===== config.mk =====
export PLATFORM = sky130hd
export DESIGN_NAME = checkerboard_alpha_composite_flat
export DESIGN_NICKNAME = d
export VERILOG_FILES = /design/src/design/cbac_pkg.sv /design/src/design/cbac_intf.sv /design/src/design/cbac_regs.sv /design/src/design/cbac_pipe.sv /design/src/design/checkerboard_alpha_composite.sv /design/src/flat_wrapper.sv
export SDC_FILE = /design/constraint.sdc
export NUM_CORES = 1
export LEC_CHECK = 0
export BUFFER_PORTS_ARGS = -buffer_cell sky130_fd_sc_hd__buf_2
export CELL_PAD_IN_SITES_DETAIL_PLACEMENT = 1
export CELL_PAD_IN_SITES_GLOBAL_PLACEMENT = 1
export CORE_UTILIZATION = 37
export CTS_CLUSTER_DIAMETER = 50
export DETAILED_ROUTE_END_ITERATION = 10
export PLACE_DENSITY = 0.62
export SETUP_SLACK_MARGIN = 0.15
export SLEW_MARGIN = 20
export SYNTH_ARGS = -nofsm -noshare
export SYNTH_HDL_FRONTEND = slang
export SYNTH_SLANG_ARGS = --single-unit
export TNS_END_PERCENT = 1

===== constraint.sdc =====
create_clock -name clk_i -period 10 [get_ports clk_i]
set_input_delay 3 -clock clk_i [delete_from_list [all_inputs] [get_ports clk_i]]
set_output_delay 3 -clock clk_i [all_outputs]
set_load 0.05 [all_outputs]

===== src/design/cbac_pkg.sv =====
// Shared types and constants for the checkerboard alpha compositor.
// No dependencies; used by the register block, pipeline and top level.
package cbac_pkg;

  localparam int unsigned ChanW    = 8;
  localparam int unsigned ColorW   = 24;
  localparam int unsigned OffsetW  = 12;
  localparam int unsigned ShiftW   = 4;
  localparam int unsigned ApbAddrW = 5;
  localparam int unsigned ApbDataW = 32;

  localparam logic [ChanW-1:0] AlphaOpaque = 8'hff;
  localparam logic [ChanW-1:0] AlphaClear  = 8'h00;
  localparam logic [15:0]      RoundHalf   = 16'h0080;
  localparam logic [15:0]      AlphaBias   = 16'h00ff;

  typedef enum logic [2:0] {
    RegColorOne    = 3'd0,
    RegColorTwo    = 3'd1,
    RegOpacity     = 3'd2,
    RegXOffset     = 3'd3,
    RegYOffset     = 3'd4,
    RegShift       = 3'd5,
    RegSrcAlpha    = 3'd6,
    RegFourChannel = 3'd7
  } reg_idx_e;

  typedef struct packed {
    logic [ColorW-1:0]  color_one;
    logic [ColorW-1:0]  color_two;
    logic [ChanW-1:0]   overall_opacity;
    logic [OffsetW-1:0] checker_x_offset;
    logic [OffsetW-1:0] checker_y_offset;
    logic [ShiftW-1:0]  checker_shift;
    logic               source_alpha_present;
    logic               four_channel_output;
  } cfg_t;

  localparam cfg_t CfgReset = '{
    color_one:            24'h000000,
    color_two:            24'hffffff,
    overall_opacity:      8'hff,
    checker_x_offset:     12'h000,
    checker_y_offset:     12'h000,
    checker_shift:        4'd3,
    source_alpha_present: 1'b1,
    four_channel_output:  1'b0
  };

endpackage


===== src/design/cbac_intf.sv =====
// Pixel channel interfaces: source pixel in, composited pixel out.
// Depends on cbac_pkg for the channel width.
interface cbac_in_if #(
  parameter int unsigned CoordBits = 12
);
  logic                       valid;
  logic                       ready;
  logic [cbac_pkg::ChanW-1:0] src_red;
  logic [cbac_pkg::ChanW-1:0] src_green;
  logic [cbac_pkg::ChanW-1:0] src_blue;
  logic [cbac_pkg::ChanW-1:0] src_alpha;
  logic [CoordBits-1:0]       out_column;
  logic [CoordBits-1:0]       out_row;

  modport source (
    output valid, src_red, src_green, src_blue, src_alpha, out_column, out_row,
    input  ready
  );
  modport sink (
    input  valid, src_red, src_green, src_blue, src_alpha, out_column, out_row,
    output ready
  );
endinterface

interface cbac_out_if;
  logic                       valid;
  logic                       ready;
  logic [cbac_pkg::ChanW-1:0] dst_red;
  logic [cbac_pkg::ChanW-1:0] dst_green;
  logic [cbac_pkg::ChanW-1:0] dst_blue;
  logic [cbac_pkg::ChanW-1:0] dst_alpha;
  logic                       alpha_write;

  modport source (
    output valid, dst_red, dst_green, dst_blue, dst_alpha, alpha_write,
    input  ready
  );
  modport sink (
    input  valid, dst_red, dst_green, dst_blue, dst_alpha, alpha_write,
    output ready
  );
endinterface


===== src/design/cbac_regs.sv =====
// APB configuration registers for the compositor.
// Depends on cbac_pkg (cfg_t, register indexes, reset values).
module cbac_regs (
  input  logic                          clk_i,
  input  logic                          rst_ni,
  input  logic                          psel,
  input  logic                          penable,
  input  logic                          pwrite,
  input  logic [cbac_pkg::ApbAddrW-1:0] paddr,
  input  logic [cbac_pkg::ApbDataW-1:0] pwdata,
  output logic [cbac_pkg::ApbDataW-1:0] prdata,
  output logic                          pready,
  output cbac_pkg::cfg_t                cfg_o
);

  cbac_pkg::cfg_t      cfg_q;
  cbac_pkg::reg_idx_e  idx;
  logic                wr_en;

  assign idx    = cbac_pkg::reg_idx_e'(paddr[cbac_pkg::ApbAddrW-1:2]);
  assign pready = 1'b1;
  assign wr_en  = psel & penable & pwrite;
  assign cfg_o  = cfg_q;

  always_ff @(posedge clk_i or negedge rst_ni) begin
    if (!rst_ni) begin
      cfg_q <= cbac_pkg::CfgReset;
    end else if (wr_en) begin
      unique case (idx)
        cbac_pkg::RegColorOne:    cfg_q.color_one <= pwdata[cbac_pkg::ColorW-1:0];
        cbac_pkg::RegColorTwo:    cfg_q.color_two <= pwdata[cbac_pkg::ColorW-1:0];
        cbac_pkg::RegOpacity:     cfg_q.overall_opacity <= pwdata[cbac_pkg::ChanW-1:0];
        cbac_pkg::RegXOffset:     cfg_q.checker_x_offset <= pwdata[cbac_pkg::OffsetW-1:0];
        cbac_pkg::RegYOffset:     cfg_q.checker_y_offset <= pwdata[cbac_pkg::OffsetW-1:0];
        cbac_pkg::RegShift:       cfg_q.checker_shift <= pwdata[cbac_pkg::ShiftW-1:0];
        cbac_pkg::RegSrcAlpha:    cfg_q.source_alpha_present <= pwdata[0];
        cbac_pkg::RegFourChannel: cfg_q.four_channel_output <= pwdata[0];
        default: ;
      endcase
    end
  end

  always_comb begin
    prdata = '0;
    unique case (idx)
      cbac_pkg::RegColorOne:    prdata = {8'h00, cfg_q.color_one};
      cbac_pkg::RegColorTwo:    prdata = {8'h00, cfg_q.color_two};
      cbac_pkg::RegOpacity:     prdata = {24'h000000, cfg_q.overall_opacity};
      cbac_pkg::RegXOffset:     prdata = {20'h00000, cfg_q.checker_x_offset};
      cbac_pkg::RegYOffset:     prdata = {20'h00000, cfg_q.checker_y_offset};
      cbac_pkg::RegShift:       prdata = {28'h0000000, cfg_q.checker_shift};
      cbac_pkg::RegSrcAlpha:    prdata = {31'h00000000, cfg_q.source_alpha_present};
      cbac_pkg::RegFourChannel: prdata = {31'h00000000, cfg_q.four_channel_output};
      default:                  prdata = '0;
    endcase
  end

endmodule


===== src/design/cbac_pipe.sv =====
// Three-stage compositing pipeline: alpha and checker parity, per-channel
// blend products, rounding and output register. Depends on cbac_pkg and
// the cbac_in_if / cbac_out_if interfaces.
module cbac_pipe #(
  parameter int unsigned CoordBits = 12
) (
  input  logic           clk_i,
  input  logic           rst_ni,
  input  cbac_pkg::cfg_t cfg_i,
  cbac_in_if.sink        pix_i,
  cbac_out_if.source     pix_o
);

  localparam int unsigned ChanW = cbac_pkg::ChanW;
  localparam int unsigned OffW  = cbac_pkg::OffsetW;

  logic v1_q, v2_q, v3_q;
  logic adv1, adv2, adv3;

  // each stage moves on when empty or when the next one moves
  assign adv3        = !v3_q || pix_o.ready;
  assign adv2        = !v2_q || adv3;
  assign adv1        = !v1_q || adv2;
  assign pix_i.ready = adv1;

  // ---- stage 1: effective alpha, checker parity
  logic [CoordBits-1:0] xoff, yoff;
  logic [CoordBits:0]   xsum, ysum, xsh, ysh;
  logic [15:0]          amul;
  logic [15:0]          abias;
  logic [ChanW-1:0]     alpha_d;
  logic                 pick_d;

  for (genvar i = 0; i < CoordBits; i++) begin : g_off
    if (i < OffW) begin : g_in
      assign xoff[i] = cfg_i.checker_x_offset[i];
      assign yoff[i] = cfg_i.checker_y_offset[i];
    end else begin : g_zero
      assign xoff[i] = 1'b0;
      assign yoff[i] = 1'b0;
    end
  end

  assign xsum   = {1'b0, pix_i.out_column} + {1'b0, xoff};
  assign ysum   = {1'b0, pix_i.out_row} + {1'b0, yoff};
  assign xsh    = xsum >> cfg_i.checker_shift;
  assign ysh    = ysum >> cfg_i.checker_shift;
  assign pick_d = xsh[0] ^ ysh[0];

  assign amul    = pix_i.src_alpha * cfg_i.overall_opacity;
  assign abias   = amul + cbac_pkg::AlphaBias;
  assign alpha_d = cfg_i.source_alpha_present ? abias[15:8] : cfg_i.overall_opacity;

  logic [ChanW-1:0] a1_q, r1_q, g1_q, b1_q;
  logic             pick1_q;

  always_ff @(posedge clk_i or negedge rst_ni) begin
    if (!rst_ni) begin
      v1_q <= 1'b0;
    end else if (adv1) begin
      v1_q <= pix_i.valid;
    end
  end

  always_ff @(posedge clk_i) begin
    if (adv1 && pix_i.valid) begin
      a1_q    <= alpha_d;
      pick1_q <= pick_d;
      r1_q    <= pix_i.src_red;
      g1_q    <= pix_i.src_green;
      b1_q    <= pix_i.src_blue;
    end
  end

  // ---- stage 2: checker colour, signed difference times alpha
  logic [cbac_pkg::ColorW-1:0] chk;
  logic [ChanW-1:0]            cr, cg, cb;
  logic signed [ChanW:0]       dr, dg, db, aext;
  logic signed [2*ChanW+1:0]   pr_d, pg_d, pb_d;

  assign chk  = pick1_q ? cfg_i.color_two : cfg_i.color_one;
  assign cr   = chk[23:16];
  assign cg   = chk[15:8];
  assign cb   = chk[7:0];
  assign dr   = $signed({1'b0, r1_q}) - $signed({1'b0, cr});
  assign dg   = $signed({1'b0, g1_q}) - $signed({1'b0, cg});
  assign db   = $signed({1'b0, b1_q}) - $signed({1'b0, cb});
  assign aext = $signed({1'b0, a1_q});
  assign pr_d = dr * aext;
  assign pg_d = dg * aext;
  assign pb_d = db * aext;

  logic signed [2*ChanW+1:0] pr2_q, pg2_q, pb2_q;
  logic [ChanW-1:0]          sr2_q, sg2_q, sb2_q, cr2_q, cg2_q, cb2_q;
  logic                      azero2_q, afull2_q;

  always_ff @(posedge clk_i or negedge rst_ni) begin
    if (!rst_ni) begin
      v2_q <= 1'b0;
    end else if (adv2) begin
      v2_q <= v1_q;
    end
  end

  always_ff @(posedge clk_i) begin
    if (adv2 && v1_q) begin
      pr2_q    <= pr_d;
      pg2_q    <= pg_d;
      pb2_q    <= pb_d;
      sr2_q    <= r1_q;
      sg2_q    <= g1_q;
      sb2_q    <= b1_q;
      cr2_q    <= cr;
      cg2_q    <= cg;
      cb2_q    <= cb;
      azero2_q <= (a1_q == cbac_pkg::AlphaClear);
      afull2_q <= (a1_q == cbac_pkg::AlphaOpaque);
    end
  end

  // ---- stage 3: rounding on the 18-bit product sign-extended to 24 bits; clear or opaque alpha bypasses it
  function automatic logic [ChanW-1:0] round_chan(logic signed [2*ChanW+1:0] p,
                                                  logic [ChanW-1:0] c);
    logic [23:0] t;
    logic [15:0] s;
    t = 24'(p);
    s = t[15:0] + t[23:8] + cbac_pkg::RoundHalf;
    return c + s[15:8];
  endfunction

  logic [ChanW-1:0] or_d, og_d, ob_d;

  always_comb begin
    priority if (azero2_q) begin
      or_d = cr2_q;
      og_d = cg2_q;
      ob_d = cb2_q;
    end else if (afull2_q) begin
      or_d = sr2_q;
      og_d = sg2_q;
      ob_d = sb2_q;
    end else begin
      or_d = round_chan(pr2_q, cr2_q);
      og_d = round_chan(pg2_q, cg2_q);
      ob_d = round_chan(pb2_q, cb2_q);
    end
  end

  logic [ChanW-1:0] or3_q, og3_q, ob3_q;

  always_ff @(posedge clk_i or negedge rst_ni) begin
    if (!rst_ni) begin
      v3_q <= 1'b0;
    end else if (adv3) begin
      v3_q <= v2_q;
    end
  end

  always_ff @(posedge clk_i) begin
    if (adv3 && v2_q) begin
      or3_q <= or_d;
      og3_q <= og_d;
      ob3_q <= ob_d;
    end
  end

  // the user must keep the configuration static while results are outstanding; the block does not enforce it
  assign pix_o.valid       = v3_q;
  assign pix_o.dst_red     = or3_q;
  assign pix_o.dst_green   = og3_q;
  assign pix_o.dst_blue    = ob3_q;
  assign pix_o.alpha_write = cfg_i.four_channel_output;
  assign pix_o.dst_alpha   = cfg_i.four_channel_output ? cbac_pkg::AlphaOpaque
                                                       : cbac_pkg::AlphaClear;

endmodule


===== src/design/checkerboard_alpha_composite.sv =====
// Checkerboard alpha compositor, top level.
// Each input transaction passes the stage 1, stage 2 and stage 3 registers before its result is valid.
// Throughput: one pixel per clock while the output is ready; stages hold independently under back-pressure.
// Reset (rst_ni low, async): pipeline emptied, registers return to defaults.
// Depends on cbac_pkg, cbac_intf, cbac_regs and cbac_pipe.
module checkerboard_alpha_composite #(
  parameter int unsigned CoordBits = 12
) (
  input  logic                          clk_i,
  input  logic                          rst_ni,
  input  logic                          psel,
  input  logic                          penable,
  input  logic                          pwrite,
  input  logic [cbac_pkg::ApbAddrW-1:0] paddr,
  input  logic [cbac_pkg::ApbDataW-1:0] pwdata,
  output logic [cbac_pkg::ApbDataW-1:0] prdata,
  output logic                          pready,
  cbac_in_if.sink                       pix_i,
  cbac_out_if.source                    pix_o
);

  cbac_pkg::cfg_t cfg;

  cbac_regs u_regs (
    .clk_i   (clk_i),
    .rst_ni  (rst_ni),
    .psel    (psel),
    .penable (penable),
    .pwrite  (pwrite),
    .paddr   (paddr),
    .pwdata  (pwdata),
    .prdata  (prdata),
    .pready  (pready),
    .cfg_o   (cfg)
  );

  cbac_pipe #(
    .CoordBits (CoordBits)
  ) u_pipe (
    .clk_i  (clk_i),
    .rst_ni (rst_ni),
    .cfg_i  (cfg),
    .pix_i  (pix_i),
    .pix_o  (pix_o)
  );

endmodule


===== src/flat_wrapper.sv =====
// flat-port wrapper written by rule: the top's interface ports become plain ports
module checkerboard_alpha_composite_flat 
#(
  parameter int unsigned CoordBits = 12
)
  (clk_i, rst_ni, psel, penable, pwrite, paddr, pwdata, prdata, pready, pix_i_valid, pix_i_src_red, pix_i_src_green, pix_i_src_blue, pix_i_src_alpha, pix_i_out_column, pix_i_out_row, pix_i_ready, pix_o_valid, pix_o_dst_red, pix_o_dst_green, pix_o_dst_blue, pix_o_dst_alpha, pix_o_alpha_write, pix_o_ready);
  cbac_in_if #(.CoordBits(CoordBits)) pix_i_i ();
  cbac_out_if pix_o_i ();
  input  logic clk_i;
  input  logic rst_ni;
  input  logic psel;
  input  logic penable;
  input  logic pwrite;
  input  logic [cbac_pkg::ApbAddrW-1:0] paddr;
  input  logic [cbac_pkg::ApbDataW-1:0] pwdata;
  output logic [cbac_pkg::ApbDataW-1:0] prdata;
  output logic pready;
  input wire logic [$bits(pix_i_i.valid)-1:0] pix_i_valid;
  input wire logic [$bits(pix_i_i.src_red)-1:0] pix_i_src_red;
  input wire logic [$bits(pix_i_i.src_green)-1:0] pix_i_src_green;
  input wire logic [$bits(pix_i_i.src_blue)-1:0] pix_i_src_blue;
  input wire logic [$bits(pix_i_i.src_alpha)-1:0] pix_i_src_alpha;
  input wire logic [$bits(pix_i_i.out_column)-1:0] pix_i_out_column;
  input wire logic [$bits(pix_i_i.out_row)-1:0] pix_i_out_row;
  output wire logic [$bits(pix_i_i.ready)-1:0] pix_i_ready;
  output wire logic [$bits(pix_o_i.valid)-1:0] pix_o_valid;
  output wire logic [$bits(pix_o_i.dst_red)-1:0] pix_o_dst_red;
  output wire logic [$bits(pix_o_i.dst_green)-1:0] pix_o_dst_green;
  output wire logic [$bits(pix_o_i.dst_blue)-1:0] pix_o_dst_blue;
  output wire logic [$bits(pix_o_i.dst_alpha)-1:0] pix_o_dst_alpha;
  output wire logic [$bits(pix_o_i.alpha_write)-1:0] pix_o_alpha_write;
  input wire logic [$bits(pix_o_i.ready)-1:0] pix_o_ready;
  assign pix_i_i.valid = pix_i_valid;
  assign pix_i_i.src_red = pix_i_src_red;
  assign pix_i_i.src_green = pix_i_src_green;
  assign pix_i_i.src_blue = pix_i_src_blue;
  assign pix_i_i.src_alpha = pix_i_src_alpha;
  assign pix_i_i.out_column = pix_i_out_column;
  assign pix_i_i.out_row = pix_i_out_row;
  assign pix_i_ready = pix_i_i.ready;
  assign pix_o_valid = pix_o_i.valid;
  assign pix_o_dst_red = pix_o_i.dst_red;
  assign pix_o_dst_green = pix_o_i.dst_green;
  assign pix_o_dst_blue = pix_o_i.dst_blue;
  assign pix_o_dst_alpha = pix_o_i.dst_alpha;
  assign pix_o_alpha_write = pix_o_i.alpha_write;
  assign pix_o_i.ready = pix_o_ready;
  checkerboard_alpha_composite #(.CoordBits(CoordBits)) u_core (.clk_i(clk_i), .rst_ni(rst_ni), .psel(psel), .penable(penable), .pwrite(pwrite), .paddr(paddr), .pwdata(pwdata), .prdata(prdata), .pready(pready), .pix_i(pix_i_i), .pix_o(pix_o_i));
endmodule

==> results.yml <==
status:
  outcome: "finished clean"
logic_synthesis:
  yosysSeqAreaShare_pct: 28.26
  netlist_area_mm2: 0.02515
  synth-edff-count: 161
  yosysWarningCount: 0
  yosysTopAreaCellShare_pct: 19.23
  ys_ff_latch: 250
  synth_common_cells: "409 x inv_1, 301 x ha_1, 229 x fa_1, 207 x nand2_1, 161 x edfxtp_1"
  yosys.area.top_type: "edfxtp_1"
  synth_area_leaders: "edfxtp_1 19%, fa_1 18%, ha_1 15%"
  synthFlopType: "edfxtp_1"
  syn_area_per_cell_um2: 10.34
  async_reset_ff_share_pct: 35.60
  synthCells: 2431
  synth_cell_types: 78
  yosysMostFrequentCell: "inv_1"
run:
  drv_cap: 0
placement:
  place_inst: 3395
  portBuffers: 148
  hpwlAfterDp_um: 53060
  gp_congestion: 0.8407
detailed_routing:
  wl_met2_um: 32520
  ant_nets: 0
  vias: 17445
  drt_iter0_drc: 676
  firstDrtPassIters: 4
  wirelength_um: 66770
  wl_per_cell_um: 19.22
  dr.max_layer_used: "met5"
  drc: 0
  viasPerCell: 5.022
  wl_met1_um: 30180
  met3_length_um: 2126
final_layout:
  area_growth_pct: 12.53
  fin_cells: 3474
  fillers: 7398
  drive_above_1_share_pct: 16.31
  nets: 3197
sta:
  finalSetupViolCount: 0
  worstMarginPinSlew_ns: 1.081
  min_period_ns: 8.064
  fmax_ghz: 0.1240
  timing.final.crit_share_pct: 80.64
  drv_slew: 0
  rsz0062_at_grt: "false"
  fin_worst_skew_ns: 0.02517
  hold_viol: 0
  maxSlewHeadroom_pct: 27.68
  tns_ns: 0
clock_tree:
  clock_path_buffers: 3
  cts_setup_buffers: 0
  cts.sinks: 250
  insertion_delay_ns: 0.57
  cts.clk_slew.worst_paths_ns: 0.06
  ctsResizeCount: 0
  cts_hold_buf: 0
  cts_tree: "yes"
  cts_buffers: 43
  h-tree-depth: 2
  cts-root-buf: "clkbuf_16"
grt:
  first_global_vias: 19634
  grt_max_degree: 75
  grt_pass1_wl_um: 106800
  gr-total-overflow: 0
  antenna_found_initial: 4
  grtUsageTotal_pct: 19.79
worst_setup_path:
  worstRegToRegCells: 28
  end_kind: "flop"
  arrival_ns: 8.36
  r2r_setup_slack_ns: 1.94
  timing.rr.end: "u_core.u_pipe.pg2_q[17]"
  crit_path_top_delay_cell: "edfxtp_1"
  worstPathRequired_ns: 10.29
  r2r-start: "u_core.u_pipe.pick1_q"
  critPathKind: "flop to flop"
  crit_fanout: 13
  worstSetupStartpointType: "flop"
  slowest_delay_ns: 0.84
die:
  pin_count: 168
  rows: 95
  coreArea_mm2: 0.06716
  die_y_um: 262.7
  start_util_pct: 37.44
  die_w_um: 262.7
  dieArea_mm2: 0.06901
hold_path:
  min_to: "u_core.u_pipe.sb2_q[7]"
  min_from: "u_core.u_pipe.b1_q[7]"
  hp-class: "flop to flop"
  min_delay_path_depth: 0
layout by cell type (no fill, tap or decap), types with 5 or more instances in the layout:
cell type	n
inv_1	409
ha_1	301
fa_1	229
nand2_1	207
edfxtp_1	161
buf_2	147
nor2_1	103
xnor2_1	102
mux2_2	102
and2_1	93
a21oi_1	79
nor2b_1	55
o21ai_0	54
dfrtp_1	54
mux2i_1	52
clkbuf_16	45
xor2_1	36
dfstp_2	35
nand2b_1	31
a21o_1	28
buf_4	24
nor3_1	19
nand3_1	17
o21bai_1	16
a31oi_1	12
o21ai_1	12
o21a_1	12
conb_1	9
and3_1	8
o31ai_1	7
a211oi_1	7
inv_6	7
mux4_2	6
clkinv_4	6
inv_8	6
a21boi_1	5
nand4b_1	5
o22ai_1	5
worst max path at each step:
stage,start,end,slack [ns],cells after the start
final,u_core.u_pipe.pick1_q,u_core.u_pipe.pg2_q[17],1.94,28
after global routing,u_core.u_pipe.pick1_q,u_core.u_pipe.pg2_q[17],1.51,28
after CTS,u_core.u_pipe.pick1_q,u_core.u_pipe.pg2_q[17],1.88,28
after detailed placement,u_core.u_pipe.pick1_q,u_core.u_pipe.pg2_q[17],1.95,28
after global placement,paddr[2],prdata[5],2.05,6
after floorplan,paddr[2],prdata[3],1.94,5
registers in the layout, summed over array words and instances, names as in the netlist, 18 cells and up:
signal	count
u_core.u_pipe.pb2_q	18
u_core.u_pipe.pg2_q	18
u_core.u_pipe.pr2_q	18
u_core.u_regs.cfg_o	86
cell type report:
class                           count  area, µm²  area share (%)
Antenna cell                        1      2.502        0.008843
Clock buffer                       49       1151           4.068
Clock inverter                     29      336.6           1.189
Inverter                          409       1535           5.425
Multi-Input combinational cell   1692      16160           57.10
Sequential cell                   250       7106           25.11
Tap cell                          873       1092           3.860
Timing Repair Buffer              171      915.9           3.237
layer usage:
layer | up-vias | global-route usage (%)
met5 | - | 0
li1 | 8258 | -
met2 | 245 | 34.13
met1 | 8829 | 25.51
met4 | 4 | 6.709
met3 | 109 | 2.558
kinds of logic after synthesis:
kind of cell	Yosys count	share of synthesized area, %
AO/OA/AOI/OAI	292	7.971
XOR/XNOR	139	4.841
adder cells (fa/ha/maj)	530	33.21
buffers and inverters	496	7.672
flip-flops	250	28.26
multiplexers	161	7.235
other	2	0.02986
AND/OR/NAND/NOR	561	10.79
critical path: cells and delay by family, from the launching register on:
| kind | cells | cell delay [ns] |
|---|---|---|
| multiplexers | 1 | 0.61 |
| buffers and inverters | 5 | 0.62 |
| adder cells (fa/ha/maj) | 6 | 2.70 |
| XOR/XNOR | 2 | 0.47 |
| AND/OR/NAND/NOR | 3 | 0.43 |
| flip-flops | 1 | 0.84 |
| AO/OA/AOI/OAI | 11 | 2.10 |
per-stage QoR:
| step | utilization [%] | worst slack (ns) | hold slack [ns] | instance area [µm²] |
|---|---|---|---|---|
| finish | 42.14 | 1.936 | 0.4556 | 28300 |
| global route | 42.14 | 1.514 | 0.4716 | 28300 |
| CTS | 42.12 | 1.878 | 0.4599 | 28290 |
| detailed placement | 39.91 | 1.945 | 0.4488 | 26800 |
| global placement | 39.91 | 2.052 | 0.4393 | 26800 |
| floorplan | - | 1.936 | 0.4264 | 25170 |
Power is not shown: default switching activity piles up to over one toggle a cycle in this logic, so the estimate is an artifact.
